File: config.mk
export PLATFORM = sky130hd
export DESIGN_NAME = phase_error_stability_monitor_unit
export DESIGN_NICKNAME = d
export VERILOG_FILES = /design/src/pesm_pkg.sv /design/src/pesm_front.sv /design/src/pesm_track.sv /design/src/phase_error_stability_monitor_unit.sv
export SDC_FILE = /design/constraint.sdc
export NUM_CORES = 1
export LEC_CHECK = 0
export BUFFER_PORTS_ARGS = -buffer_cell sky130_fd_sc_hd__buf_2
export CAP_MARGIN = 20
export CORE_MARGIN = 4
export CORE_UTILIZATION = 63
export CTS_CLUSTER_DIAMETER = 120
export DETAILED_ROUTE_END_ITERATION = 6
export PLACE_DENSITY_LB_ADDON = 0.12
export SETUP_SLACK_MARGIN = 0.05
export SLEW_MARGIN = 20
export SYNTH_ARGS = -nofsm -noshare
export SYNTH_HDL_FRONTEND = slang
export SYNTH_HIERARCHICAL = 1
export SYNTH_SLANG_ARGS = --single-unit
File: constraint.sdc
create_clock -name clock -period 11.05 [get_ports clock]
set_input_delay 0.5525 -clock clock [delete_from_list [all_inputs] [get_ports clock]]
set_output_delay 0.5525 -clock clock [all_outputs]
set_load 0.05 [all_outputs]
File: src/pesm_pkg.sv
// ----------------------------------------------------------------------------
// pesm_pkg
// Types and constants shared by the phase error stability monitor modules.
// ----------------------------------------------------------------------------
package pesm_pkg;

   // request kinds
   localparam logic REQ_FEED    = 1'b0;
   localparam logic REQ_RESTART = 1'b1;

   // configuration register map (word index, byte address = 4 * index)
   localparam int CSR_ADDR_WIDTH = 5;
   localparam int CSR_DATA_WIDTH = 32;
   localparam logic [2:0] REG_PEAK_THRESHOLD     = 3'd0;
   localparam logic [2:0] REG_BUCKET_STEP_UP     = 3'd1;
   localparam logic [2:0] REG_BUCKET_STEP_DOWN   = 3'd2;
   localparam logic [2:0] REG_BUCKET_TRIP_LEVEL  = 3'd3;
   localparam logic [2:0] REG_BUCKET_ALARM_CLEAR = 3'd4;
   localparam logic [2:0] REG_MS_ALARM_SET       = 3'd5;
   localparam logic [2:0] REG_MS_ALARM_CLEAR     = 3'd6;
   localparam logic [2:0] REG_MS_LIMIT           = 3'd7;

   // reset values of the configuration registers
   localparam logic [13:0] RST_PEAK_THRESHOLD     = 14'd154;
   localparam logic [7:0]  RST_BUCKET_STEP_UP     = 8'd32;
   localparam logic [7:0]  RST_BUCKET_STEP_DOWN   = 8'd16;
   localparam logic [8:0]  RST_BUCKET_TRIP_LEVEL  = 9'd128;
   localparam logic [8:0]  RST_BUCKET_ALARM_CLEAR = 9'd64;
   localparam logic [15:0] RST_MS_ALARM_SET       = 16'd2304;
   localparam logic [15:0] RST_MS_ALARM_CLEAR     = 16'd1083;
   localparam logic [15:0] RST_MS_LIMIT           = 16'd5929;

   typedef struct packed {
      logic        req_type;
      logic signed [31:0] phase;
   } pesm_req_type;

   typedef struct packed {
      logic        stable;
      logic        peak_ok;
      logic        rms_ok;
      logic [15:0] mean_square;
      logic [8:0]  bucket_level;
   } pesm_rsp_type;

   typedef struct packed {
      logic [13:0] peak_threshold;
      logic [7:0]  bucket_step_up;
      logic [7:0]  bucket_step_down;
      logic [8:0]  bucket_trip_level;
      logic [8:0]  bucket_alarm_clear;
      logic [15:0] ms_alarm_set;
      logic [15:0] ms_alarm_clear;
      logic [15:0] ms_limit;
   } pesm_cfg_type;

   // control from the pipeline to the tracker
   typedef struct packed {
      logic step;
      logic restart;
      logic peak_hit;
   } pesm_step_type;

endpackage

File: src/pesm_front.sv
// ----------------------------------------------------------------------------
// pesm_front
// Magnitude, peak compare and scaled square of one phase sample.
// ----------------------------------------------------------------------------
module pesm_front #(
   parameter int PHASE_WIDTH = 32,
   parameter int MAG_CLAMP   = 16384,
   localparam int CLAMP_WIDTH = $clog2(MAG_CLAMP + 1),
   localparam int SQ_WIDTH    = 2 * CLAMP_WIDTH - 4
) (
   input  logic signed [31:0]   phase,
   input  logic [13:0]          peak_threshold,
   output logic                 peak_hit,
   output logic [SQ_WIDTH-1:0]  sq_scaled
);

   logic [PHASE_WIDTH-1:0]   mag_raw;
   logic [PHASE_WIDTH-1:0]   mag;
   logic [CLAMP_WIDTH-1:0]   mag_clamped;
   logic [2*CLAMP_WIDTH-1:0] sq_full;

   assign mag_raw = phase[PHASE_WIDTH-1:0];

   // most negative value negates to itself, which reads correctly as unsigned
   assign mag = mag_raw[PHASE_WIDTH-1] ? (~mag_raw + 1'b1) : mag_raw;

   assign peak_hit = mag > PHASE_WIDTH'(peak_threshold);

   assign mag_clamped = (mag > PHASE_WIDTH'(MAG_CLAMP)) ? CLAMP_WIDTH'(MAG_CLAMP)
                                                        : mag[CLAMP_WIDTH-1:0];

   assign sq_full   = (2*CLAMP_WIDTH)'(mag_clamped) * (2*CLAMP_WIDTH)'(mag_clamped);
   assign sq_scaled = sq_full[2*CLAMP_WIDTH-1:4];

endmodule

File: src/pesm_track.sv
// ----------------------------------------------------------------------------
// pesm_track
// Leaky bucket and running mean square with their hysteresis flags.
// ----------------------------------------------------------------------------
module pesm_track #(
   parameter int SQ_WIDTH = 26,
   localparam int MS_WIDTH = ((SQ_WIDTH > 16) ? SQ_WIDTH : 16) + 1
) (
   input  logic                   clock,
   input  logic                   reset,
   input  pesm_pkg::pesm_cfg_type cfg,
   input  pesm_pkg::pesm_step_type ctl,
   input  logic [SQ_WIDTH-1:0]    sq_scaled,
   output pesm_pkg::pesm_rsp_type rsp
);

   logic [8:0]  bucket_ff,      bucket_in;
   logic        bucket_good_ff, bucket_good_in;
   logic [15:0] mean_sq_ff,     mean_sq_in;
   logic        rms_good_ff,    rms_good_in;

   logic [8:0]          bucket_new;
   logic [15:0]         ms_keep;
   logic [MS_WIDTH-1:0] ms_sum;

   always_comb begin
      bucket_new = bucket_ff;
      if (ctl.peak_hit) begin
         // rise only below the rise limit
         if (!bucket_ff[8]) begin
            bucket_new = bucket_ff + 9'(cfg.bucket_step_up);
         end
      end else if (bucket_ff > 9'(cfg.bucket_step_down)) begin
         bucket_new = bucket_ff - 9'(cfg.bucket_step_down);
      end else begin
         bucket_new = '0;
      end

      ms_keep = mean_sq_ff - (mean_sq_ff >> 4);
      ms_sum  = MS_WIDTH'(ms_keep) + MS_WIDTH'(sq_scaled);

      bucket_in      = bucket_ff;
      bucket_good_in = bucket_good_ff;
      mean_sq_in     = mean_sq_ff;
      rms_good_in    = rms_good_ff;

      if (ctl.step) begin
         if (ctl.restart) begin
            bucket_in      = cfg.bucket_alarm_clear;
            bucket_good_in = 1'b0;
            mean_sq_in     = cfg.ms_alarm_clear;
            rms_good_in    = 1'b0;
         end else begin
            bucket_in = bucket_new;
            if (bucket_new >= cfg.bucket_trip_level) begin
               bucket_good_in = 1'b0;
            end else if (bucket_new < cfg.bucket_alarm_clear) begin
               bucket_good_in = 1'b1;
            end

            mean_sq_in = ms_sum[15:0];
            if (ms_sum > MS_WIDTH'(cfg.ms_limit)) begin
               mean_sq_in  = cfg.ms_limit;
               rms_good_in = 1'b0;
            end else if (ms_sum > MS_WIDTH'(cfg.ms_alarm_set)) begin
               rms_good_in = 1'b0;
            end else if (ms_sum < MS_WIDTH'(cfg.ms_alarm_clear)) begin
               rms_good_in = 1'b1;
            end
         end
      end
   end

   always_ff @(posedge clock) begin
      if (reset) begin
         bucket_ff      <= pesm_pkg::RST_BUCKET_ALARM_CLEAR;
         bucket_good_ff <= 1'b0;
         mean_sq_ff     <= pesm_pkg::RST_MS_ALARM_CLEAR;
         rms_good_ff    <= 1'b0;
      end else begin
         bucket_ff      <= bucket_in;
         bucket_good_ff <= bucket_good_in;
         mean_sq_ff     <= mean_sq_in;
         rms_good_ff    <= rms_good_in;
      end
   end

   // the state registers are the result: they move only when a result is loaded
   assign rsp.stable       = bucket_good_ff & rms_good_ff;
   assign rsp.peak_ok      = bucket_good_ff;
   assign rsp.rms_ok       = rms_good_ff;
   assign rsp.mean_square  = mean_sq_ff;
   assign rsp.bucket_level = bucket_ff;

endmodule

File: src/phase_error_stability_monitor_unit.sv
// ----------------------------------------------------------------------------
// phase_error_stability_monitor_unit
// Judges phase stability from a peak leaky bucket and a running mean square.
// ----------------------------------------------------------------------------
//  channel  | direction | handshake           | payload
//  ---------+-----------+---------------------+-------------------------------
//  req      | in        | req_valid/req_stall | req_data  (req_type, phase)
//  rsp      | out       | rsp_valid/rsp_stall | rsp_data  (stable .. bucket_level)
//  csr      | in/out    | psel/penable/pready | paddr, pwdata, prdata
//
//  One item per cycle sustained unless rsp_stall holds a presented result; each
//  item passes the input register, the square register and the state/result
//  register in that order.
//  The 15x15 clamped square and the peak compare sit between the input and square registers.
//  Synchronous reset restores register and tracker reset values.
//  A stalled result holds the tracker; req_stall rises only once all three
//  stages are full.
// ----------------------------------------------------------------------------
module phase_error_stability_monitor_unit #(
   parameter int PHASE_WIDTH = 32,
   parameter int MAG_CLAMP   = 16384
) (
   input  logic                                  clock,
   input  logic                                  reset,

   input  logic                                  req_valid,
   output logic                                  req_stall,
   input  pesm_pkg::pesm_req_type                req_data,

   output logic                                  rsp_valid,
   input  logic                                  rsp_stall,
   output pesm_pkg::pesm_rsp_type                rsp_data,

   input  logic                                  psel,
   input  logic                                  penable,
   input  logic                                  pwrite,
   input  logic [pesm_pkg::CSR_ADDR_WIDTH-1:0]   paddr,
   input  logic [pesm_pkg::CSR_DATA_WIDTH-1:0]   pwdata,
   output logic [pesm_pkg::CSR_DATA_WIDTH-1:0]   prdata,
   output logic                                  pready
);

   localparam int CLAMP_WIDTH = $clog2(MAG_CLAMP + 1);
   localparam int SQ_WIDTH    = 2 * CLAMP_WIDTH - 4;

   pesm_pkg::pesm_cfg_type  cfg_ff;
   logic [2:0]              reg_index;

   pesm_pkg::pesm_req_type  s0_data_ff;
   logic                    s0_valid_ff;
   logic                    s1_valid_ff;
   logic                    s1_restart_ff;
   logic                    s1_peak_ff;
   logic [SQ_WIDTH-1:0]     s1_sq_ff;
   logic                    out_valid_ff;

   logic                    front_peak;
   logic [SQ_WIDTH-1:0]     front_sq;
   logic                    adv_out;
   logic                    s1_free;
   logic                    adv_s1;
   logic                    s0_free;
   pesm_pkg::pesm_step_type step_ctl;

   // ------------------------------------------------------------------ csr
   assign pready    = 1'b1;
   assign reg_index = paddr[4:2];

   always_ff @(posedge clock) begin
      if (reset) begin
         cfg_ff.peak_threshold     <= pesm_pkg::RST_PEAK_THRESHOLD;
         cfg_ff.bucket_step_up     <= pesm_pkg::RST_BUCKET_STEP_UP;
         cfg_ff.bucket_step_down   <= pesm_pkg::RST_BUCKET_STEP_DOWN;
         cfg_ff.bucket_trip_level  <= pesm_pkg::RST_BUCKET_TRIP_LEVEL;
         cfg_ff.bucket_alarm_clear <= pesm_pkg::RST_BUCKET_ALARM_CLEAR;
         cfg_ff.ms_alarm_set       <= pesm_pkg::RST_MS_ALARM_SET;
         cfg_ff.ms_alarm_clear     <= pesm_pkg::RST_MS_ALARM_CLEAR;
         cfg_ff.ms_limit           <= pesm_pkg::RST_MS_LIMIT;
      end else if (psel && penable && pwrite) begin
         case (reg_index)
            pesm_pkg::REG_PEAK_THRESHOLD:     cfg_ff.peak_threshold     <= pwdata[13:0];
            pesm_pkg::REG_BUCKET_STEP_UP:     cfg_ff.bucket_step_up     <= pwdata[7:0];
            pesm_pkg::REG_BUCKET_STEP_DOWN:   cfg_ff.bucket_step_down   <= pwdata[7:0];
            pesm_pkg::REG_BUCKET_TRIP_LEVEL:  cfg_ff.bucket_trip_level  <= pwdata[8:0];
            pesm_pkg::REG_BUCKET_ALARM_CLEAR: cfg_ff.bucket_alarm_clear <= pwdata[8:0];
            pesm_pkg::REG_MS_ALARM_SET:       cfg_ff.ms_alarm_set       <= pwdata[15:0];
            pesm_pkg::REG_MS_ALARM_CLEAR:     cfg_ff.ms_alarm_clear     <= pwdata[15:0];
            pesm_pkg::REG_MS_LIMIT:           cfg_ff.ms_limit           <= pwdata[15:0];
            default: ;
         endcase
      end
   end

   always_comb begin
      case (reg_index)
         pesm_pkg::REG_PEAK_THRESHOLD:     prdata = 32'(cfg_ff.peak_threshold);
         pesm_pkg::REG_BUCKET_STEP_UP:     prdata = 32'(cfg_ff.bucket_step_up);
         pesm_pkg::REG_BUCKET_STEP_DOWN:   prdata = 32'(cfg_ff.bucket_step_down);
         pesm_pkg::REG_BUCKET_TRIP_LEVEL:  prdata = 32'(cfg_ff.bucket_trip_level);
         pesm_pkg::REG_BUCKET_ALARM_CLEAR: prdata = 32'(cfg_ff.bucket_alarm_clear);
         pesm_pkg::REG_MS_ALARM_SET:       prdata = 32'(cfg_ff.ms_alarm_set);
         pesm_pkg::REG_MS_ALARM_CLEAR:     prdata = 32'(cfg_ff.ms_alarm_clear);
         pesm_pkg::REG_MS_LIMIT:           prdata = 32'(cfg_ff.ms_limit);
         default:                          prdata = '0;
      endcase
   end

   // ------------------------------------------------------------- pipeline
   assign adv_out   = s1_valid_ff && (!out_valid_ff || !rsp_stall);
   assign s1_free   = !s1_valid_ff || adv_out;
   assign adv_s1    = s0_valid_ff && s1_free;
   assign s0_free   = !s0_valid_ff || adv_s1;
   assign req_stall = !s0_free;

   always_ff @(posedge clock) begin
      if (reset) begin
         s0_valid_ff  <= 1'b0;
         s1_valid_ff  <= 1'b0;
         out_valid_ff <= 1'b0;
      end else begin
         if (s0_free) begin
            s0_valid_ff <= req_valid;
         end
         if (s1_free) begin
            s1_valid_ff <= s0_valid_ff;
         end
         if (adv_out) begin
            out_valid_ff <= 1'b1;
         end else if (!rsp_stall) begin
            out_valid_ff <= 1'b0;
         end
      end
   end

   // payload registers: load on advance, hold otherwise
   always_ff @(posedge clock) begin
      if (s0_free && req_valid) begin
         s0_data_ff <= req_data;
      end
      if (adv_s1) begin
         s1_restart_ff <= (s0_data_ff.req_type == pesm_pkg::REQ_RESTART);
         s1_peak_ff    <= front_peak;
         s1_sq_ff      <= front_sq;
      end
   end

   pesm_front #(
      .PHASE_WIDTH (PHASE_WIDTH),
      .MAG_CLAMP   (MAG_CLAMP)
   ) u_front (
      .phase          (s0_data_ff.phase),
      .peak_threshold (cfg_ff.peak_threshold),
      .peak_hit       (front_peak),
      .sq_scaled      (front_sq)
   );

   assign step_ctl.step     = adv_out;
   assign step_ctl.restart  = s1_restart_ff;
   assign step_ctl.peak_hit = s1_peak_ff;

   pesm_track #(
      .SQ_WIDTH (SQ_WIDTH)
   ) u_track (
      .clock     (clock),
      .reset     (reset),
      .cfg       (cfg_ff),
      .ctl       (step_ctl),
      .sq_scaled (s1_sq_ff),
      .rsp       (rsp_data)
   );

   assign rsp_valid = out_valid_ff;

endmodule
# After elaboration in Yosys (flattened, before gate mapping)
# Index checks and enable logic that the tools add are counted.
[totals]
register_bits = 187
elab_cells = 88
input_bits = 77
output_inout_bits = 63
[op_classes]
mux = 18
multipliers = 1
addsub = 5
n_reduce_logical = 26
eq_ne = 8
order_cmp = 8
bitwise_logic = 2
[op_table]
columns = ["cell", "n"]
rows = [
  ["$pmux 32 s8", 1],
  ["$gt 27x16->1", 2],
  ["$mux 9", 4],
  ["$add 32x1->32 const B", 1],
  ["$gt 32x14->1", 1],
  ["$gt 32x15->1 const B", 1],
  ["$mux 16", 2],
  ["$mux 32", 1],
  ["$not 32->32", 1],
  ["$mul 15x15->30", 1],
  ["$add 16x26->27", 1],
  ["$lt 27x16->1", 1],
  ["$reduce_and 2->1", 10],
  ["$sub 16x12->16", 1],
  ["$mux 15", 1],
  ["$eq 3x3->1 const B", 4],
  ["$add 9x8->9", 1],
  ["$ge 9x9->1", 1],
  ["$gt 9x8->1", 1],
  ["$lt 9x9->1", 1],
  ["$mux 1", 9],
  ["$sub 9x8->9", 1],
  ["$eq 3x2->1 const B", 2],
  ["$logic_and 1x1->1", 5],
  ["other kinds (8)", 14],
]

# Logic depth before layout (Yosys ltp)
# Gate-level depths: netlist of the first run.
[depth]
ltp_word = 7
ltp_mapped = 40
ltp_nobuf = 36

# By module
# Netlist of the first run, hierarchy kept.
[by_module_without_submodules]
columns = ["mod", "instances", "area_per_inst_um2", "seq_area_each_um2", "cells_each"]
rows = [
  ["pesm_front", 1, 7499.7, 0.0, 907],
  ["phase_error_stability_monitor_unit", 1, 6453.7, 3813.7, 634],
  ["pesm_track", 1, 5252.5, 540.5, 697],
]

# Worst setup path after synthesis of the first run
# OpenSTA, ideal clock, no wires.
[synth_timing]
path_type = "register -> register"
start = "reg s0_data_ff[0] in the netlist's numbering"
end = "reg s1_sq_ff[25], data pin"
arrival_ps = 8842
slack_ps = 1951
synth_period_minus_slack_ps = 9099
setup_time_ps = 258
n_path_buf = 3
stages_incl_launch_ff = 34
required_ps = 10792
cell_sequence = "edfxtp_1 -> inv_1 -> clkbuf_1 -> ha_1 -> clkbuf_1 -> inv_1 -> nor4_1 -> a21o_1 -> o221ai_1 -> or4_4 -> a2111oi_4 -> and2b_1 -> buf_4 -> nand2_1 -> inv_1 -> nand2_1 -> fa_1 -> fa_1 -> inv_1 -> fa_1 -> fa_1 -> fa_1 -> fa_1 -> ha_1 -> a21oi_1 -> o21bai_1 -> a21o_1 -> a31oi_1 -> a311oi_1 -> a211o_1 -> a311oi_1 -> o21ai_0 -> a21oi_1 -> xnor2_1"
[synth_via]
elab_chain_len = 6
[synth_lines]
columns = ["element", "line_no", "rtl"]
rows = [
  ["start, declared", "phase_error_stability_monitor_unit.sv:49", "pesm_pkg::pesm_req_type s0_data_ff;"],
  ["start signal, assigned", "phase_error_stability_monitor_unit.sv:138", "s0_data_ff <= req_data;"],
  ["$not 32->32", "pesm_front.sv:25", "assign mag = mag_raw[PHASE_WIDTH-1] ? (~mag_raw + 1'b1) : mag_raw;"],
  ["$add 32x1->32", "pesm_front.sv:25", ""],
  ["$mux 32 *", "pesm_front.sv:25", ""],
  ["$gt 32x15->1", "pesm_front.sv:29", "assign mag_clamped = (mag > PHASE_WIDTH'(MAG_CLAMP)) ? CLAMP_WIDTH'(MAG_CLAMP)"],
  ["$mux 15 *", "pesm_front.sv:29", ""],
  ["$mul 15x15->30 *", "pesm_front.sv:32", "assign sq_full = (2*CLAMP_WIDTH)'(mag_clamped) * (2*CLAMP_WIDTH)'(mag_clamped);"],
  ["via front_sq[25]", "phase_error_stability_monitor_unit.sv:58", "logic [SQ_WIDTH-1:0] front_sq;"],
  ["end signal, assigned", "phase_error_stability_monitor_unit.sv:143", "s1_sq_ff <= front_sq;"],
  ["end, declared", "phase_error_stability_monitor_unit.sv:54", "logic [SQ_WIDTH-1:0] s1_sq_ff;"],
]
# Mark *: on every way through the listed nets, which the timed path passes. The rest lies on a longest branch.
# A chain may end at the register's enable or synchronous reset.

# Worst setup path in the final report of the first run
# Ends and elaborated chain as after synthesis.

==> impl_metrics.yaml, run 1 <==
global_route:
  grt.total_usage_pct: 31.3
  first_global_vias: 16097
  grt_pass1_wl_mm: 83.8
  antenna_found_initial: 2
  grt_max_degree: 90
  overflow: 0
setup_path:
  critPathKind: "reg2reg"
  start_kind: "flop"
  slowest_stage: "nor4_1"
  crit_path_frequent_cell: "fa_1"
  worst-path-max-fanout: 17
  critPathMaxStageDelay_ns: 0.61
  endpoint_kind: "flop"
  worstPathArrival_ns: 10.60
  worstPathRequired_ns: 11.24
sta:
  rsz0062_at_grt: "false"
  tightest_slew_ns: 1.01
  max_slew_margin_pct: 32.4
  fmax_ghz: 0.0961
  timing.final.crit_share_pct: 94.2
  slew_violations: 0
  setup_tns_ns: 0
  hold_violations: 0
  setup_viol: 0
  period_needed_ns: 10.41
  fin_ws_ns: 0.642
  hold_slack_ns: 0.268
  worst_clock_skew_ns: 0.0181
logic_synthesis:
  ys_async_sr_fraction_pct: 0
  dominantRegCellSynth: "dfxtp_1"
  synth_top_family_by_area: "adder cells"
  ys_warn_count: 6
  synth_edf_count: 61
  synthSimpleGateAreaFrac_pct: 16.6
  synth_area_um2: 19200
  yosysSeqAreaShare_pct: 22.7
  synth_fa_ha_area_share_pct: 28.6
  synth.top_cell.area_share_pct: 14.8
  ys_top_cells_by_area: "fa_1 15%, ha_1 14%, dfxtp_1 13%, edfxtp_1 9.5%, inv_1 6.8%"
  synth_compound_gate_area_share_pct: 15.8
  syn_avg_cell_area_um2: 8.58
  synth-xor-area-share_pct: 3.60
  ys_types: 100
  yosysTopAreaCell: "fa_1"
  synthCells: 2238
  muxShareOfSynthArea_pct: 2.79
  ys_ff_latch: 187
cts:
  cts_tree: "done"
  clock-sinks: 187
  cts-root-buf: "clkbuf_16"
  cts_max_level: 4
  clkLatencyLatePin_ns: 0.46
  hold_buffers: 0
  ctsResizeCount: 0
  post_cts_buffers: 0
  cts_buffers: 17
  clockBufferDepth: 2
  clk_pin_slew_ns: 0.08
finish:
  layout-drive-gt1-share_pct: 8.88
  multi_input_area_um2: 13100
  stdcell_count: 2709
  postLayoutCoreUtil_pct: 68.7
  final_cell_mix: "347 x inv_1, 269 x nand2_1, 212 x ha_1"
  synthToLayoutAreaGrowth_pct: 6.87
  fillers: 2511
  final_common_cell: "inv_1"
  diodes: 0
  fin_nets: 2737
  ff_latch_area_um2: 4350
  finalInstanceArea_um2: 20500
routing:
  wire_per_inst_um: 19.1
  drtIter0Drc: 1421
  totalWireLength_mm: 51.8
  num_vias: 16332
  ant_nets: 0
  drc: 0
  vias_per_cell: 6.03
  dr.pass1.iters: 6
power_and_ir_drop:
  power_leakage_nw: 9.52
  intPower_mw: 1.27
  clkPwrFrac_pct: 32.3
  vdd_drop_max_mv: 0.126
  combPwrFrac_pct: 29.7
  swShare_pct: 37.0
  power_mw: 2.02
  seq_power_share_pct: 38.0
  switching_power_uw: 748
  power_density_nw_per_um2: 98.5
floorplan:
  row_count: 63
  num_io_pins: 140
  design.core.area_um2: 29900
  dieArea_um2: 33300
  fp.dieH_um: 183
  start_util_pct: 64.3
  die_width_um: 183
placement:
  place_area_um2: 19900
  dp_cells: 2677
  pre_cts_slack_ns: 0.870
  portBuffers: 104
  gp_congestion: 0.952
  dp_hpwl_mm: 41.5
outcome:
  status: "finished, final reports clean"
hold_path:
  min_path_type: "in2reg"
job:
  max_cap_viol_count: 0
[state kept, by name (all words and copies together), names as in the netlist]
signal and flops:
rsp_valid 1, s0_data_ff 33, cfg_ff 96, s1_sq_ff 26, u_track/mean_sq_ff 16, s1_restart_ff 1
s0_valid_ff 1, u_track/rms_good_ff 1, s1_peak_ff 1, u_track/bucket_ff 9, s1_valid_ff 1, u_track/bucket_good_ff 1
[final timing paths]
path / from / end / slack, ns / cells after the start
hold / removal: req_data[14] / s0_data_ff[14] / 0.27 / 1
setup / recovery: s0_data_ff[0] / s1_sq_ff[25] / 0.64 / 31
hold reg to reg: s0_data_ff[32] / s1_restart_ff / 0.43 / 0
setup reg to reg: s0_data_ff[0] / s1_sq_ff[25] / 0.64 / 31
[routing by layer]
metal / vias to the layer above / track usage [%] / wire (µm)
li1: 7694 / - / -
met1: 7785 / 42.0 / 21900
met2: 722 / 51.8 / 24400
met3: 129 / 4.66 / 3580
met4: 2 / 11.2 / 1870
met5: - / 0 / 12
[synth_stat cells, types with 12 or more instances]
master / number
buf_4: 26
a221oi_1: 19
nor2_1: 143
edfxtp_1: 61
a21o_1: 39
nor4_1: 17
nand3b_1: 22
buf_2: 23
xor2_1: 30
fa_1: 142
ha_1: 212
nand2b_1: 22
a22oi_1: 15
nand4_1: 28
clkbuf_1: 44
nor3_1: 31
nand2_1: 269
and3_1: 13
mux2_2: 12
nand3_1: 25
xnor2_1: 49
a21oi_1: 142
mux2i_1: 36
a211oi_1: 15
o21a_1: 17
nor2b_1: 24
dfxtp_1: 126
o21ai_0: 63
inv_1: 347
o22ai_1: 19
[cell type report]
class | count | area share [%]
Multi-Input combinational cell | 1629 | 63.8
Tap cell | 390 | 2.38
Inverter | 351 | 6.42
Clock inverter | 15 | 1.02
Timing Repair Buffer | 120 | 3.13
Clock buffer | 17 | 2.07
Sequential cell | 187 | 21.2
[worst max-delay path, delay by kind of cell (launching register included)]
| kind | cells | cell delay, ns |
|---|---|---|
| xor+xnor | 1 | 0.09 |
| simple gates | 5 | 2.32 |
| compound gates | 12 | 2.96 |
| fa+ha+maj | 8 | 3.55 |
| buf+inv | 5 | 0.71 |
| flops | 1 | 0.53 |
[power groups by stage]
stage                     registers [mW]  logic (mW)  clock network (mW)
after floorplan                    0.777       0.431                   0
after global placement             0.783       0.561                   0
after detailed placement           0.784       0.582                   0
after CTS                          0.768       0.587               0.660
after global routing               0.772       0.662               0.691
final                              0.769       0.600               0.653
[cell families after synthesis]
logic type / Yosys count
flip-flops: 187
other: 4
buffers and inverters: 453
adder cells (fa/ha/maj): 354
XOR/XNOR: 79
AND/OR/NAND/NOR: 659
multiplexers: 50
AO/OA/AOI/OAI: 452
Power figures use the tool's default switching activity.
==> run 2, diff against run 1 <==
BUFFER_PORTS_ARGS = not set   (was -buffer_cell sky130_fd_sc_hd__buf_2)
CELL_PAD_IN_SITES_DETAIL_PLACEMENT = 1   (was not set)
CELL_PAD_IN_SITES_GLOBAL_PLACEMENT = 2   (was not set)
CORE_UTILIZATION = 41   (was 63)
DONT_BUFFER_PORTS = 1   (was not set)
==> run 2 against run 1 <==
Compared with the run above:
- setup slack improved by 0.22 ns
- sequential power rose by 0.7%
- sequential share of layout area rose by 0.16 points
- clock skew rose by 0.00092 ns
- combinational power fell by 3.5%
- flip-flop and latch count did not move
- worst hold slack got worse by 0.13 ns
- critical path type unchanged
- critical endpoint unchanged
==> impl_metrics.yaml, run 2 (synthesis results as in run 1) <==
floorplan:
  start_util_pct: 41.3
  dieArea_um2: 50400
  fp.dieH_um: 224
  die_width_um: 224
  design.core.area_um2: 46500
  num_io_pins: 140
  row_count: 79
finish:
  reg.largest.list: "cfg_ff x96, s0_data_ff x33, s1_sq_ff x26"
  finalInstanceArea_um2: 20400
  synthToLayoutAreaGrowth_pct: 6.08
  diodes: 0
  layout-drive-gt1-share_pct: 5.59
  final_common_cell: "inv_1"
  fin_nets: 2655
  largest_reg_flops: 96
  regMostFlops: "cfg_ff"
  final_cell_mix: "347 x inv_1, 269 x nand2_1, 212 x ha_1"
sta:
  setup_viol: 0
  worst_clock_skew_ns: 0.0190
  timing.final.crit_share_pct: 92.2
  period_needed_ns: 10.19
  hold_violations: 0
  fmax_ghz: 0.0982
  max_slew_margin_pct: 28.8
  slew_violations: 0
  setup_tns_ns: 0
  rsz0062_at_grt: "false"
  tightest_slew_ns: 1.06
  hold_slack_ns: 0.136
cts:
  clkLatencyLatePin_ns: 0.48
  hold_buffers: 0
  cts_buffers: 17
  clock-sinks: 187
  post_cts_buffers: 0
  cts_max_level: 4
  clockBufferDepth: 2
  clk_pin_slew_ns: 0.08
  cts_tree: "done"
  cts-root-buf: "clkbuf_16"
  ctsResizeCount: 0
setup_path:
  start_kind: "flop"
  critPathKind: "reg2reg"
  critPathMaxStageDelay_ns: 0.57
  crit_path_frequent_cell: "fa_1"
  worstPathArrival_ns: 10.41
  worst-path-max-fanout: 10
  timing.rr.start: "s0_data_ff[0]"
  slowest_stage: "nor4_1"
  worstPathRequired_ns: 11.27
  endpoint_kind: "flop"
  cp-startpoint: "s0_data_ff[0]"
global_route:
  grt.total_usage_pct: 24.7
  grt_max_degree: 127
  antenna_found_initial: 0
  overflow: 0
  grt_pass1_wl_mm: 96.8
  first_global_vias: 16771
outcome:
  status: "finished, final reports clean"
routing:
  drtIter0Drc: 969
  wirelength_met1_mm: 27.9
  num_vias: 15706
  vias_per_cell: 5.52
  top_layer_used: "met4"
  met3WireLength_mm: 1.33
  drc: 0
  dr.pass1.iters: 5
  totalWireLength_mm: 61.8
  routed-wl-met2_mm: 31.8
  ant_nets: 0
  wire_per_inst_um: 21.7
power_and_ir_drop:
  power_mw: 1.97
  vdd_drop_max_mv: 0.101
  power_leakage_nw: 9.15
  power_density_nw_per_um2: 96.9
placement:
  portBuffers: 0
  dp_hpwl_mm: 50.0
  place_area_um2: 19800
  gp_congestion: 0.845
job:
  max_cap_viol_count: 0
hold_path:
  min_path_type: "in2reg"
  min_from: "reset"
[run 2: worst paths after layout]
| kind | slack [ns] | cells after the start | to |
|---|---|---|---|
| worst max-delay path | 0.86 | 31 | s1_sq_ff[25] |
| worst min-delay path | 0.14 | 1 | u_track/bucket_ff[7] |
| worst max register to register | 0.86 | 31 | s1_sq_ff[25] |
| worst min register to register | 0.43 | 0 | s1_restart_ff |
[run 2: routing by layer]
layer | GRT usage [%] | vias up
met5 | 0 | -
met4 | 4.62 | 0
met3 | 2.68 | 48
met2 | 45.0 | 201
met1 | 31.9 | 7945
li1 | - | 7512
[run 2: area by class of cell]
class / instances / area [µm²]
Multi-Input combinational cell: 1629 / 13100
Timing Repair Buffer: 38 / 285
Fill cell: 5528 / 26100
Tap cell: 607 / 759
Clock inverter: 14 / 128
Sequential cell: 187 / 4350
Inverter: 351 / 1320
Clock buffer: 18 / 439
[run 2: critical path: cells and delay by family, from the launching register on]
kind            cells  cell delay [ns]
compound gates     12             2.96
xor+xnor            1             0.08
fa+ha+maj           8             3.53
flops               1             0.51
simple gates        5             2.13
buf+inv             5             0.70
[run 2: report_power, final]
part           switching, mW  leakage (nW)  total (mW)  internal [mW]
logic                  0.364          7.29       0.579          0.215
clock network          0.317         0.278       0.621          0.303
registers             0.0382          1.59       0.774          0.736
total                  0.720          9.15        1.97           1.25
[run 2: through the flow]
step / std cells / util, % / setup WS [ns]
3_5_place_dp: 2812 / 42.6 / 0.906
2_1_floorplan: 2269 / - / 1.95
5_1_grt: 2844 / 43.9 / 0.453
3_3_place_gp: 2812 / 42.6 / 1.11
4_1_cts: 2844 / 43.9 / 0.863
6_report: 2844 / 43.9 / 0.862
